<file path="src/rtl/wpq_pkg.sv">
// shared types and constants of the waveform pulse qualifier
package wpq_pkg;

    // fixed field widths
    localparam int CHAN_W      = 6;
    localparam int GAIN_W      = 16;
    localparam int OVF_LEVEL_W = 13;
    localparam int THRESH_W    = 30;
    localparam int WIN_W       = 6;
    localparam int FRAC_W      = 16;
    localparam int FRAC_SHIFT  = 12;

    // configuration port
    localparam int CFG_IDX_W  = 3;
    localparam int CFG_DATA_W = THRESH_W;

    localparam logic [CFG_IDX_W-1:0] CFG_OVERFLOW_LEVEL      = 3'd0;
    localparam logic [CFG_IDX_W-1:0] CFG_DIP_THRESHOLD       = 3'd1;
    localparam logic [CFG_IDX_W-1:0] CFG_GOOD_WINDOW_START   = 3'd2;
    localparam logic [CFG_IDX_W-1:0] CFG_GOOD_WINDOW_STOP    = 3'd3;
    localparam logic [CFG_IDX_W-1:0] CFG_POST_FRACTION_LIMIT = 3'd4;

    // register reset values
    localparam logic [OVF_LEVEL_W-1:0]     OVF_LEVEL_RST  = 13'd4095;
    localparam logic signed [THRESH_W-1:0] THRESH_RST     = '0;
    localparam logic [WIN_W-1:0]           WIN_START_RST  = 6'd0;
    localparam logic [WIN_W-1:0]           WIN_STOP_RST   = 6'd63;
    localparam logic [FRAC_W-1:0]          FRAC_LIMIT_RST = 16'd4096;

    // control bits of one sample beat leaving the front end
    typedef struct packed {
        logic valid;
        logic last;
        logic over;
        logic inner;
    } t_front_ctl;

endpackage

</file>
<file path="src/rtl/wpq_sample_front.sv">
// sample history, second difference and gain product for each sample beat
module wpq_sample_front #(
    parameter int MAX_SAMPLES = 64,
    parameter int SAMPLE_BITS = 12,
    localparam int D_W    = SAMPLE_BITS + 2,
    localparam int PROD_W = D_W + wpq_pkg::GAIN_W + 1,
    localparam int CNT_W  = $clog2(MAX_SAMPLES + 1),
    localparam int IDX_W  = $clog2(MAX_SAMPLES)
) (
    input  logic                             i_clk,
    input  logic                             i_rst_n,
    input  logic                             i_adv,
    input  logic                             i_valid,
    input  logic [SAMPLE_BITS-1:0]           i_adc_sample,
    input  logic                             i_sample_last,
    input  logic [wpq_pkg::CHAN_W-1:0]       i_channel_index,
    input  logic [wpq_pkg::GAIN_W-1:0]       i_channel_gain,
    input  logic [wpq_pkg::OVF_LEVEL_W-1:0]  i_overflow_level,
    output wpq_pkg::t_front_ctl              o_ctl,
    output logic signed [D_W-1:0]            o_diff,
    output logic signed [PROD_W-1:0]         o_prod,
    output logic [IDX_W-1:0]                 o_idx,
    output logic [wpq_pkg::CHAN_W-1:0]       o_chan
);
    import wpq_pkg::*;

    localparam int LVL_W = (SAMPLE_BITS > OVF_LEVEL_W) ? SAMPLE_BITS : OVF_LEVEL_W;

    logic                   accept;
    logic [SAMPLE_BITS-1:0] r_prev, r_older;
    logic [CNT_W-1:0]       r_count;
    logic signed [D_W-1:0]  n_diff;
    logic                   n_over;

    // stage a registers
    t_front_ctl             r_a_ctl;
    logic signed [D_W-1:0]  r_a_diff;
    logic [IDX_W-1:0]       r_a_idx;
    logic [CHAN_W-1:0]      r_a_chan;
    logic [GAIN_W-1:0]      r_a_gain;

    // stage b registers
    t_front_ctl             r_b_ctl;
    logic signed [D_W-1:0]  r_b_diff;
    logic signed [PROD_W-1:0] r_b_prod;
    logic [IDX_W-1:0]       r_b_idx;
    logic [CHAN_W-1:0]      r_b_chan;

    assign accept = i_valid && i_adv;

    // second difference against the two held samples, overflow compare
    always_comb begin
        n_diff = $signed(D_W'(i_adc_sample)) - $signed(D_W'({r_prev, 1'b0}))
                 + $signed(D_W'(r_older));
        n_over = LVL_W'(i_adc_sample) >= LVL_W'(i_overflow_level);
    end

    // sample history and index counter, cleared after the last beat
    always_ff @(posedge i_clk) begin
        if (!i_rst_n) begin
            r_prev  <= '0;
            r_older <= '0;
            r_count <= '0;
        end else if (accept) begin
            if (i_sample_last) begin
                r_prev  <= '0;
                r_older <= '0;
                r_count <= '0;
            end else begin
                r_prev  <= i_adc_sample;
                r_older <= r_prev;
                if (r_count < CNT_W'(MAX_SAMPLES)) begin
                    r_count <= r_count + 1'b1;
                end
            end
        end
    end

    // stage a: difference registered
    always_ff @(posedge i_clk) begin
        if (!i_rst_n) begin
            r_a_ctl <= '0;
        end else if (i_adv) begin
            r_a_ctl.valid <= i_valid;
            r_a_ctl.last  <= i_sample_last;
            r_a_ctl.over  <= n_over;
            r_a_ctl.inner <= r_count >= CNT_W'(2);
        end
    end

    always_ff @(posedge i_clk) begin
        if (accept) begin
            r_a_diff <= n_diff;
            r_a_idx  <= IDX_W'(r_count - 1'b1);
            r_a_chan <= i_channel_index;
            r_a_gain <= i_channel_gain;
        end
    end

    // stage b: gain product registered
    always_ff @(posedge i_clk) begin
        if (!i_rst_n) begin
            r_b_ctl <= '0;
        end else if (i_adv) begin
            r_b_ctl <= r_a_ctl;
        end
    end

    always_ff @(posedge i_clk) begin
        if (i_adv) begin
            r_b_diff <= r_a_diff;
            r_b_prod <= PROD_W'(r_a_diff) * PROD_W'($signed({1'b0, r_a_gain}));
            r_b_idx  <= r_a_idx;
            r_b_chan <= r_a_chan;
        end
    end

    assign o_ctl  = r_b_ctl;
    assign o_diff = r_b_diff;
    assign o_prod = r_b_prod;
    assign o_idx  = r_b_idx;
    assign o_chan = r_b_chan;

endmodule

</file>
<file path="src/rtl/waveform_pulse_qualifier_top.sv">
// top level of the waveform pulse qualifier: dip tracking and result stage
//
// One ADC sample is taken every clock cycle while o_in_ready is high; the beat
// marked last produces one status result on o_out_valid through four register
// stages, the first loaded at the accepting edge: history and difference, gain
// multiply, dip tracking and summary, fraction test into the output register.
// The only thing that lowers o_in_ready is a result held in the output register
// with a second finished result queued behind it in the summary register while
// i_out_ready is low. The dip loop, one compare per region against the deepest
// dip so far, is combinational back into the tracking registers, which is
// what lets a sample follow its predecessor in the next cycle. Configuration
// writes are always accepted and must only be issued while the block is idle.
module waveform_pulse_qualifier_top #(
    parameter int MAX_SAMPLES = 64,
    parameter int SAMPLE_BITS = 12
) (
    input  logic                            i_clk,
    input  logic                            i_rst_n,
    // sample channel
    input  logic                            i_in_valid,
    output logic                            o_in_ready,
    input  logic [SAMPLE_BITS-1:0]          i_adc_sample,
    input  logic                            i_sample_last,
    input  logic [wpq_pkg::CHAN_W-1:0]      i_channel_index,
    input  logic [wpq_pkg::GAIN_W-1:0]      i_channel_gain,
    // result channel
    output logic                            o_out_valid,
    input  logic                            i_out_ready,
    output logic [wpq_pkg::CHAN_W-1:0]      o_result_channel,
    output logic                            o_overflow_flag,
    output logic                            o_pre_pulse_flag,
    output logic                            o_post_pulse_flag,
    output logic                            o_no_pulse_flag,
    output logic                            o_pulse_valid,
    // configuration write channel
    input  logic                            i_cfg_valid,
    output logic                            o_cfg_ready,
    input  logic [wpq_pkg::CFG_IDX_W-1:0]   i_cfg_index,
    input  logic [wpq_pkg::CFG_DATA_W-1:0]  i_cfg_data
);
    import wpq_pkg::*;

    localparam int D_W    = SAMPLE_BITS + 2;
    localparam int PROD_W = D_W + GAIN_W + 1;
    localparam int CMP_W  = (PROD_W > THRESH_W) ? PROD_W : THRESH_W;
    localparam int IDX_W  = $clog2(MAX_SAMPLES);
    localparam int IW     = (IDX_W > WIN_W) ? IDX_W : WIN_W;
    localparam int RAT_W  = D_W + FRAC_W + 1;

    // configuration registers
    logic [OVF_LEVEL_W-1:0]     r_ovf_level;
    logic signed [THRESH_W-1:0] r_thresh;
    logic [WIN_W-1:0]           r_win_start;
    logic [WIN_W-1:0]           r_win_stop;
    logic [FRAC_W-1:0]          r_frac_limit;

    logic adv;

    // front end outputs
    t_front_ctl               f_ctl;
    logic signed [D_W-1:0]    f_diff;
    logic signed [PROD_W-1:0] f_prod;
    logic [IDX_W-1:0]         f_idx;
    logic [CHAN_W-1:0]        f_chan;

    // dip tracking state
    logic signed [D_W-1:0] r_pre, r_good, r_post;
    logic                  r_ovf_seen;
    logic signed [D_W-1:0] n_pre, n_good, n_post;
    logic                  n_ovf;
    logic                  is_dip;
    logic [IW-1:0]         s_x, st_x, sp_x;

    // summary register
    logic                  r_s_valid;
    logic signed [D_W-1:0] r_s_pre, r_s_good, r_s_post;
    logic                  r_s_ovf;
    logic [CHAN_W-1:0]     r_s_chan;

    // result stage
    logic signed [RAT_W-1:0] lhs, rhs;
    logic n_pre_f, n_post_f, n_none_f, n_valid_f, good_f;
    logic r_out_valid;
    logic [CHAN_W-1:0] r_out_chan;
    logic r_out_ovf, r_out_pre, r_out_post, r_out_none, r_out_pv;

    // configuration write decode
    assign o_cfg_ready = 1'b1;

    always_ff @(posedge i_clk) begin
        if (!i_rst_n) begin
            r_ovf_level  <= OVF_LEVEL_RST;
            r_thresh     <= THRESH_RST;
            r_win_start  <= WIN_START_RST;
            r_win_stop   <= WIN_STOP_RST;
            r_frac_limit <= FRAC_LIMIT_RST;
        end else if (i_cfg_valid) begin
            unique case (i_cfg_index)
                CFG_OVERFLOW_LEVEL:      r_ovf_level  <= i_cfg_data[OVF_LEVEL_W-1:0];
                CFG_DIP_THRESHOLD:       r_thresh     <= $signed(i_cfg_data[THRESH_W-1:0]);
                CFG_GOOD_WINDOW_START:   r_win_start  <= i_cfg_data[WIN_W-1:0];
                CFG_GOOD_WINDOW_STOP:    r_win_stop   <= i_cfg_data[WIN_W-1:0];
                CFG_POST_FRACTION_LIMIT: r_frac_limit <= i_cfg_data[FRAC_W-1:0];
                default: ;
            endcase
        end
    end

    // pipeline advances unless the summary is stuck behind a full output
    assign adv        = !r_s_valid || !r_out_valid || i_out_ready;
    assign o_in_ready = adv;

    wpq_sample_front #(
        .MAX_SAMPLES (MAX_SAMPLES),
        .SAMPLE_BITS (SAMPLE_BITS)
    ) u_front (
        .i_clk            (i_clk),
        .i_rst_n          (i_rst_n),
        .i_adv            (adv),
        .i_valid          (i_in_valid),
        .i_adc_sample     (i_adc_sample),
        .i_sample_last    (i_sample_last),
        .i_channel_index  (i_channel_index),
        .i_channel_gain   (i_channel_gain),
        .i_overflow_level (r_ovf_level),
        .o_ctl            (f_ctl),
        .o_diff           (f_diff),
        .o_prod           (f_prod),
        .o_idx            (f_idx),
        .o_chan           (f_chan)
    );

    // region choice and deepest dip per region
    always_comb begin
        s_x    = IW'(f_idx);
        st_x   = IW'(r_win_start);
        sp_x   = IW'(r_win_stop);
        is_dip = f_ctl.inner && (CMP_W'(f_prod) <= CMP_W'(r_thresh));
        n_pre  = r_pre;
        n_good = r_good;
        n_post = r_post;
        n_ovf  = r_ovf_seen || f_ctl.over;
        if (is_dip) begin
            if (s_x < st_x && f_diff < r_pre) begin
                n_pre = f_diff;
            end else if (s_x >= st_x && s_x <= sp_x && f_diff < r_good) begin
                n_good = f_diff;
            end else if (s_x > sp_x && f_diff < r_post) begin
                n_post = f_diff;
            end
        end
    end

    always_ff @(posedge i_clk) begin
        if (!i_rst_n) begin
            r_pre      <= '0;
            r_good     <= '0;
            r_post     <= '0;
            r_ovf_seen <= 1'b0;
            r_s_valid  <= 1'b0;
        end else if (adv) begin
            r_s_valid <= f_ctl.valid && f_ctl.last;
            if (f_ctl.valid) begin
                if (f_ctl.last) begin
                    r_pre      <= '0;
                    r_good     <= '0;
                    r_post     <= '0;
                    r_ovf_seen <= 1'b0;
                end else begin
                    r_pre      <= n_pre;
                    r_good     <= n_good;
                    r_post     <= n_post;
                    r_ovf_seen <= n_ovf;
                end
            end
        end
    end

    // summary of a finished waveform
    always_ff @(posedge i_clk) begin
        if (adv && f_ctl.valid && f_ctl.last) begin
            r_s_pre  <= n_pre;
            r_s_good <= n_good;
            r_s_post <= n_post;
            r_s_ovf  <= n_ovf;
            r_s_chan <= f_chan;
        end
    end

    // post dip fraction test and final flags
    always_comb begin
        lhs      = RAT_W'(r_s_post) <<< FRAC_SHIFT;
        rhs      = RAT_W'($signed({1'b0, r_frac_limit})) * RAT_W'(r_s_good);
        good_f   = r_s_good != '0;
        n_pre_f  = !r_s_ovf && (r_s_pre != '0);
        n_post_f = !r_s_ovf && (r_s_post != '0) && !(good_f && lhs >= rhs);
        n_none_f = !r_s_ovf && !n_pre_f && !good_f && !n_post_f;
        n_valid_f = !r_s_ovf && !n_pre_f && !n_post_f && good_f;
    end

    // output register
    always_ff @(posedge i_clk) begin
        if (!i_rst_n) begin
            r_out_valid <= 1'b0;
        end else if (r_s_valid && adv) begin
            r_out_valid <= 1'b1;
        end else if (i_out_ready) begin
            r_out_valid <= 1'b0;
        end
    end

    always_ff @(posedge i_clk) begin
        if (r_s_valid && adv) begin
            r_out_chan <= r_s_chan;
            r_out_ovf  <= r_s_ovf;
            r_out_pre  <= n_pre_f;
            r_out_post <= n_post_f;
            r_out_none <= n_none_f;
            r_out_pv   <= n_valid_f;
        end
    end

    assign o_out_valid       = r_out_valid;
    assign o_result_channel  = r_out_chan;
    assign o_overflow_flag   = r_out_ovf;
    assign o_pre_pulse_flag  = r_out_pre;
    assign o_post_pulse_flag = r_out_post;
    assign o_no_pulse_flag   = r_out_none;
    assign o_pulse_valid     = r_out_pv;

`ifndef SYNTHESIS
    // kept dips are never positive
    a_depth_sign: assert property (@(posedge i_clk) disable iff (!i_rst_n)
        (r_pre <= 0) && (r_good <= 0) && (r_post <= 0))
        else $error("kept dip depth became positive");

    // tracking state starts clean after a last beat
    a_clear_after_last: assert property (@(posedge i_clk) disable iff (!i_rst_n)
        (adv && f_ctl.valid && f_ctl.last) |=>
        (r_pre == 0 && r_good == 0 && r_post == 0 && !r_ovf_seen))
        else $error("dip state not cleared after last beat");

    // input stalls only behind a full output and a queued summary
    a_stall_cause: assert property (@(posedge i_clk) disable iff (!i_rst_n)
        !o_in_ready |-> (r_out_valid && r_s_valid && !i_out_ready))
        else $error("input stalled without a blocked result");

    // overflow suppresses every pulse flag
    a_ovf_flags: assert property (@(posedge i_clk) disable iff (!i_rst_n)
        (o_out_valid && o_overflow_flag) |->
        !(o_pre_pulse_flag || o_post_pulse_flag || o_no_pulse_flag || o_pulse_valid))
        else $error("pulse flag set on overflowed waveform");

    // valid pulse excludes every other flag
    a_valid_excl: assert property (@(posedge i_clk) disable iff (!i_rst_n)
        (o_out_valid && o_pulse_valid) |->
        !(o_pre_pulse_flag || o_post_pulse_flag || o_no_pulse_flag))
        else $error("pulse valid together with another flag");
`endif

endmodule
</file>
<file path="config.mk">
export PLATFORM = sky130hd
export DESIGN_NAME = waveform_pulse_qualifier_top
export DESIGN_NICKNAME = d
export VERILOG_FILES = /design/src/rtl/wpq_pkg.sv /design/src/rtl/wpq_sample_front.sv /design/src/rtl/waveform_pulse_qualifier_top.sv
export SDC_FILE = /design/constraint.sdc
export NUM_CORES = 2
export LEC_CHECK = 0
export BUFFER_PORTS_ARGS = -buffer_cell sky130_fd_sc_hd__buf_4
export CAP_MARGIN = 10
export CORE_ASPECT_RATIO = 1.4
export CORE_MARGIN = 5
export CORE_UTILIZATION = 30
export CTS_CLUSTER_DIAMETER = 120
export DETAILED_ROUTE_END_ITERATION = 7
export GPL_TIMING_DRIVEN = 1
export HOLD_SLACK_MARGIN = 0.03
export PLACE_DENSITY = 0.42
export SYNTH_ARGS = -nofsm -noshare
export SYNTH_HDL_FRONTEND = slang
export SYNTH_SLANG_ARGS = --single-unit
</file>
<file path="constraint.sdc">
create_clock -name i_clk -period 9.2 [get_ports i_clk]
set_input_delay 0.92 -clock i_clk [delete_from_list [all_inputs] [get_ports i_clk]]
set_output_delay 0.92 -clock i_clk [all_outputs]
set_load 0.01 [all_outputs]
</file>
### Yosys cells after proc, flatten, opt, wreduce, memory -nomap -nowiden

Cells that the tools add are included.

* register bits: 314
* input port bits: 73
* output and inout port bits: 14

* order comparisons: 12
* multiplexer cells: 19
* multiply operators: 2
* $add $sub $neg: 4
* reductions and logical operators: 42
* eq/ne operators: 4

Operators with widths (number)
* $mux W14: 12
* $lt A14 B14 Y1: 3
* $reduce_bool A14 Y1: 3
* $ge A26 B31 Y1: 1
* $le A31 B30 Y1: 1
* $mul A14 B17 Y31: 1
* $mul A17 B14 Y31: 1
* $mux W12: 2
* $logic_and A1 B1 Y1: 19
* $add A14 B13 Y14: 1
* $mux W7: 2
* $reduce_and A2 Y1: 7
* $sub A12 B13 Y14: 1
* $ge A12 B13 Y1: 1
* $add A7 B1 Y7 const B: 1
* $ge A7 B2 Y1 const B: 1
* $logic_not A1 Y1: 7
* $lt A7 B7 Y1 const B: 1
* $eq A3 B2 Y1 const B: 2
* $ge A6 B6 Y1: 1
* $gt A6 B6 Y1: 1
* $le A6 B6 Y1: 1
* $lt A6 B6 Y1: 1
* $sub A6 B1 Y6 const B: 1
* 6 further kinds: 11

### Logic depth before layout (Yosys ltp)

* depth in word-level cells: 8
* depth in mapped cells: 31

### Modules after synthesis

From an unflattened synthesis, not the netlist that was laid out.

* cells, all modules: 3227
* area total of the unflattened synthesis: 30982.2 sq um

Modules (own cells, without submodules)
* waveform_pulse_qualifier_top: cells each 1874, instances 1, area an instance 17346.6 sq um
* wpq_sample_front: cells each 1353, instances 1, area an instance 13635.6 sq um

### Least setup slack after synthesis

OpenSTA, ideal clock, no wires.

* kind: reg2reg
* start point: reg r_s_good[2]
* end point: reg r_out_pv, in the netlist o_pulse_valid, data pin
* arrival: 7.306 ns
* path buffers: 2
* required time: 8.944 ns
* cell stages (with the launch flop): 32
* setup slack: 1.638 ns
* path through: edfxtp_1 buf_1 and2_1 fa_1 inv_1 fa_1 inv_1 fa_1 inv_1 fa_1 inv_1 fa_1 fa_1 ha_1 clkbuf_1 a21o_1 a22oi_1 or3b_1 o21ai_1 a21o_1 o21bai_1 a21oi_1 xor2_1 ha_1 a21o_1 a21o_1 a211oi_1 o2111ai_1 nand2_1 a31oi_1 a41o_1 o211a_1

* cells in the longest elaborated chain, start to end: 8

Ends and longest elaborated chain
* start: declaration: RTL line waveform_pulse_qualifier_top.sv:76 `logic signed [D_W-1:0] r_s_pre, r_s_good, r_s_post;`
* start signal: assignment: RTL line waveform_pulse_qualifier_top.sv:183 `r_s_good <= n_good;`
* $mul A17 B14 Y31: RTL line waveform_pulse_qualifier_top.sv:193 `rhs = RAT_W'($signed({1'b0, r_frac_limit})) * RAT_W'(r_s_good);`
* $ge A26 B31 Y1: RTL line waveform_pulse_qualifier_top.sv:196 `n_post_f = !r_s_ovf && (r_s_post != '0) && !(good_f && lhs >= rhs);`
* $logic_and A1 B1 Y1: RTL line waveform_pulse_qualifier_top.sv:196
* $logic_not A1 Y1: RTL line waveform_pulse_qualifier_top.sv:196
* $logic_and A1 B1 Y1: RTL line waveform_pulse_qualifier_top.sv:196
* $logic_not A1 Y1: RTL line waveform_pulse_qualifier_top.sv:198 `n_valid_f = !r_s_ovf && !n_pre_f && !n_post_f && good_f;`
* $logic_and A1 B1 Y1: RTL line waveform_pulse_qualifier_top.sv:198
* $logic_and A1 B1 Y1 *: RTL line waveform_pulse_qualifier_top.sv:198
* named net n_valid_f: RTL line waveform_pulse_qualifier_top.sv:82 `logic n_pre_f, n_post_f, n_none_f, n_valid_f, good_f;`
* end signal: assignment: RTL line waveform_pulse_qualifier_top.sv:219 `r_out_pv <= n_valid_f;`
* end: declaration: RTL line waveform_pulse_qualifier_top.sv:85 `logic r_out_ovf, r_out_pre, r_out_post, r_out_none, r_out_pv;`

Mark *: on every way through the listed nets, which the timed path passes. The rest lies on a longest branch.
A chain may end at the register's enable or synchronous reset.

### Final worst setup path

* start point: reg r_s_good[4]
* end point: reg r_out_pv, in the netlist o_pulse_valid, data pin

The elaborated chain is that of the path after synthesis.

==> flow_metrics.env <==
export IMPL_seq_area_frac_synth_pct=26.1
export IMPL_pin_count=87
export IMPL_initial_core_util_pct=30.3
export IMPL_routedWlPerCell_um=18.9
export IMPL_nNetsFinal=3946
export IMPL_clock_path_buffers=3
export IMPL_tightest_slew_ps=1030
export IMPL_r2r_start="r_s_good[4]"
export IMPL_critPathKind="reg2reg"
export IMPL_htree_num_levels=2
export IMPL_path_max_fanout=17
export IMPL_grt_first_pass_wirelength_mm=136
export IMPL_min_path_type="reg2reg"
export IMPL_syn_area_per_cell_um2=9.63
export IMPL_skew_ps=28.3
export IMPL_area_delta_synth_final_pct=11.1
export IMPL_synth_top_area_cell="fa_1"
export IMPL_worstSetupEndpointType="register"
export IMPL_path_clk_slew_ps=60
export IMPL_outcome="finished clean"
export IMPL_r2r_cells=29
export IMPL_fp_row_count=137
export IMPL_postCtsHoldBufs=0
export IMPL_viasPerCell=4.70
export IMPL_antenna_found_initial=3
export IMPL_synth_edf_count=159
export IMPL_synth_cells=3139
export IMPL_vias=21300
export IMPL_max_vdd_ir_drop_mv=0.857
export IMPL_gp_congestion=0.806
export IMPL_start_kind="register"
export IMPL_die_y_um=386
export IMPL_ant_nets=0
export IMPL_grt_usage_pct=16.1
export IMPL_async_flop_share_pct=0
export IMPL_cpMostUsedCell="fa_1"
export IMPL_slowest_delay_ps=630
export IMPL_wl_mm=85.7
export IMPL_arrival_ps=8460
export IMPL_max_freq_mhz=123
export IMPL_slowest_stage="edfxtp_1"
export IMPL_relSlewSlack_pct=31.3
export IMPL_fin_crit_sh_pct=88.5
export IMPL_r2r_end="o_pulse_valid"
export IMPL_syn_nets=3907
export IMPL_cp_required_ps=9520
export IMPL_power_uw=13300
export IMPL_cts_made_buffers=39
export IMPL_synthFlopType="edfxtp_1"
export IMPL_drive_above_1_share_pct=7.04
export IMPL_ys_top_cells_by_area="fa_1, edfxtp_1, ha_1, dfxtp_1, inv_1"
export IMPL_worstHoldStart="u_front.o_chan[0]"
export IMPL_drt_pass1_iterations=5
export IMPL_dieArea_um2=107000
export IMPL_timing_final_hold_violations=0
export IMPL_overflow=0
export IMPL_clock_latency_ps=580
export IMPL_core_um2=99800
export IMPL_max_cap_violations=0
export IMPL_power_leakage_uw=0.0152
export IMPL_cts_setup_buffers=0
export IMPL_min_delay_path_depth=0
export IMPL_yosysWarnings=0
export IMPL_cts_root_buf="clkbuf_16"
export IMPL_cts_resized=0
export IMPL_first_iter_violations=897
export IMPL_p_per_area_nw_per_um2=396
export IMPL_cts_tree="built"
export IMPL_cts_sinks=314
export IMPL_synth_seq_cells=314
export IMPL_io_buffers=85
export IMPL_min_period_ps=8140
export IMPL_die_x_um=278
export IMPL_yosysTopAreaCellShare_pct=22.7
export IMPL_dpl_hpwl_mm=67.4
export IMPL_drv_slew=0
export IMPL_hold_end="r_s_chan[0]"
export IMPL_ff2ff_setup_slack_ps=1060
export IMPL_synth_cell_types=78
export IMPL_drc_errors=0
export IMPL_setup_viol=0
export IMPL_finalSetupTns_ps=0
export IMPL_grt_pass1_vias=23500
export IMPL_grt_setup_unrepaired="no"
export IMPL_syn_area_um2=30200
export IMPL_grt_max_degree=73
## how the worst max path moves through the flow
stage	cells after the start	startpoint	slack (ps)	to
after floorplan	31	r_s_good[2]	1640	o_pulse_valid
final	29	r_s_good[4]	1060	o_pulse_valid
after detailed placement	27	r_s_good[13]	1080	o_pulse_valid
after global routing	27	r_s_good[9]	540	o_pulse_valid
after CTS	27	r_s_good[13]	1040	o_pulse_valid
after global placement	29	r_s_good[4]	1170	o_pulse_valid
## state kept, by name (all words and copies together) (netlist names), 7 cells and up
signal	cells
u_front.r_a_diff	14
r_post	14
r_good	14
u_front.r_count	7
u_front.r_older	12
r_s_post	14
u_front.o_prod	31
r_pre	14
u_front.r_a_gain	16
r_s_good	14
u_front.o_diff	14
u_front.r_prev	12
r_s_pre	14
r_frac_limit	16
r_thresh	30
r_ovf_level	13
## per-stage QoR
stage | worst slack (ps) | hold WS (ps) | util (%) | cell area (um^2) | cells
after floorplan | 1640 | 400 | - | 30200 | 3139
after global placement | 1170 | 401 | 32.4 | 32300 | 4457
after detailed placement | 1080 | 405 | 32.4 | 32300 | 4457
after CTS | 1040 | 419 | 33.7 | 33600 | 4529
after global routing | 541 | 431 | 33.7 | 33600 | 4529
final | 1060 | 418 | 33.7 | 33600 | 4530
## cells in the mapped netlist (5+ instances only)
library cell,number
nor2b_1,36
o31a_1,5
o21ai_1,6
edfxtp_1,159
o2bb2ai_1,14
and3_1,7
clkbuf_1,109
a31oi_1,14
inv_1,508
nor3b_1,15
nand4_1,21
a32oi_1,14
mux2_4,6
nand2b_1,34
dfxtp_1,155
fa_1,343
o211ai_1,39
buf_1,6
o21ai_0,54
a21boi_0,54
nand2_1,449
o31ai_1,7
nor4_1,12
nor2_1,71
a211oi_1,14
a32o_1,14
a21o_1,40
o21a_1,12
xnor2_1,32
and2_1,244
a21oi_1,109
buf_2,6
nor3_1,21
ha_1,352
mux2_2,23
xor2_1,30
nand3_1,29
## per-layer routing
layer / global-route usage, % / up-vias / share of wire, %
li1: - / 10300 / -
met1: 17.8 / 10700 / 39
met2: 32.6 / 203 / 56
met3: 1.49 / 87 / 2.1
met4: 4.35 / 2 / 2.7
met5: 0 / - / 0.015
## cells by family (layout without fill, tap and decap cells)
group / Yosys count / after routing / synth area share, %
XOR/XNOR: 62 / 62 / 1.80
other: 1 / 2 / 0.0124
AND/OR/NAND/NOR: 970 / 970 / 15.9
AO/OA/AOI/OAI: 434 / 434 / 9.76
multiplexers: 31 / 31 / 1.22
flip-flops: 314 / 314 / 26.1
adder cells (fa/ha/maj): 695 / 695 / 37.3
buffers and inverters: 632 / 702 / 7.94
## cell usage in the layout, fill, tap and decap left out, drive strengths merged, types with 9 or more instances in the layout
master,count
a21oi,109
o211ai,39
and2,244
xnor2,32
nor2,71
a21o,40
a32o,14
a211oi,14
ha,352
clkbuf,54
a21boi,55
nor3b,15
edfxtp,159
xor2,30
inv,512
fa,343
o21ai,60
nand3,30
nor4,13
a31oi,14
a32oi,14
nand2,449
nor3,21
o2bb2ai,14
dfxtp,155
buf,122
nand4,22
o21a,12
clkinv,9
nand2b,34
nor2b,36
mux2,29
## final cells by class
type                            count  area [um^2]
Inverter                          508         1910
Tap cell                         1320         1650
Sequential cell                   314         7880
Multi-Input combinational cell   2193        20000
Antenna cell                        1         2.50
Timing Repair Buffer              122          916
Fill cell                       10400        66200
Clock buffer                       54         1090
Clock inverter                     18          175
## power by group
group          leakage (uW)  internal [uW]  switching (uW)  total (uW)
registers           0.00286           2080             188        2270
logic                0.0117           3870            5590        9460
clock network      0.000613            900             670        1570
## worst max-delay path, delay by kind of cell (launching register included)
kind / cells / cell delay, ps
DFF: 1 / 630
AOI/OAI and AO/OA: 13 / 2510
xor gates and xnor gates: 1 / 170
adders and majority gates: 8 / 3560
buffers and inverters: 4 / 200
and+or+nand+nor: 3 / 800
(Power assumes the default switching activity.)
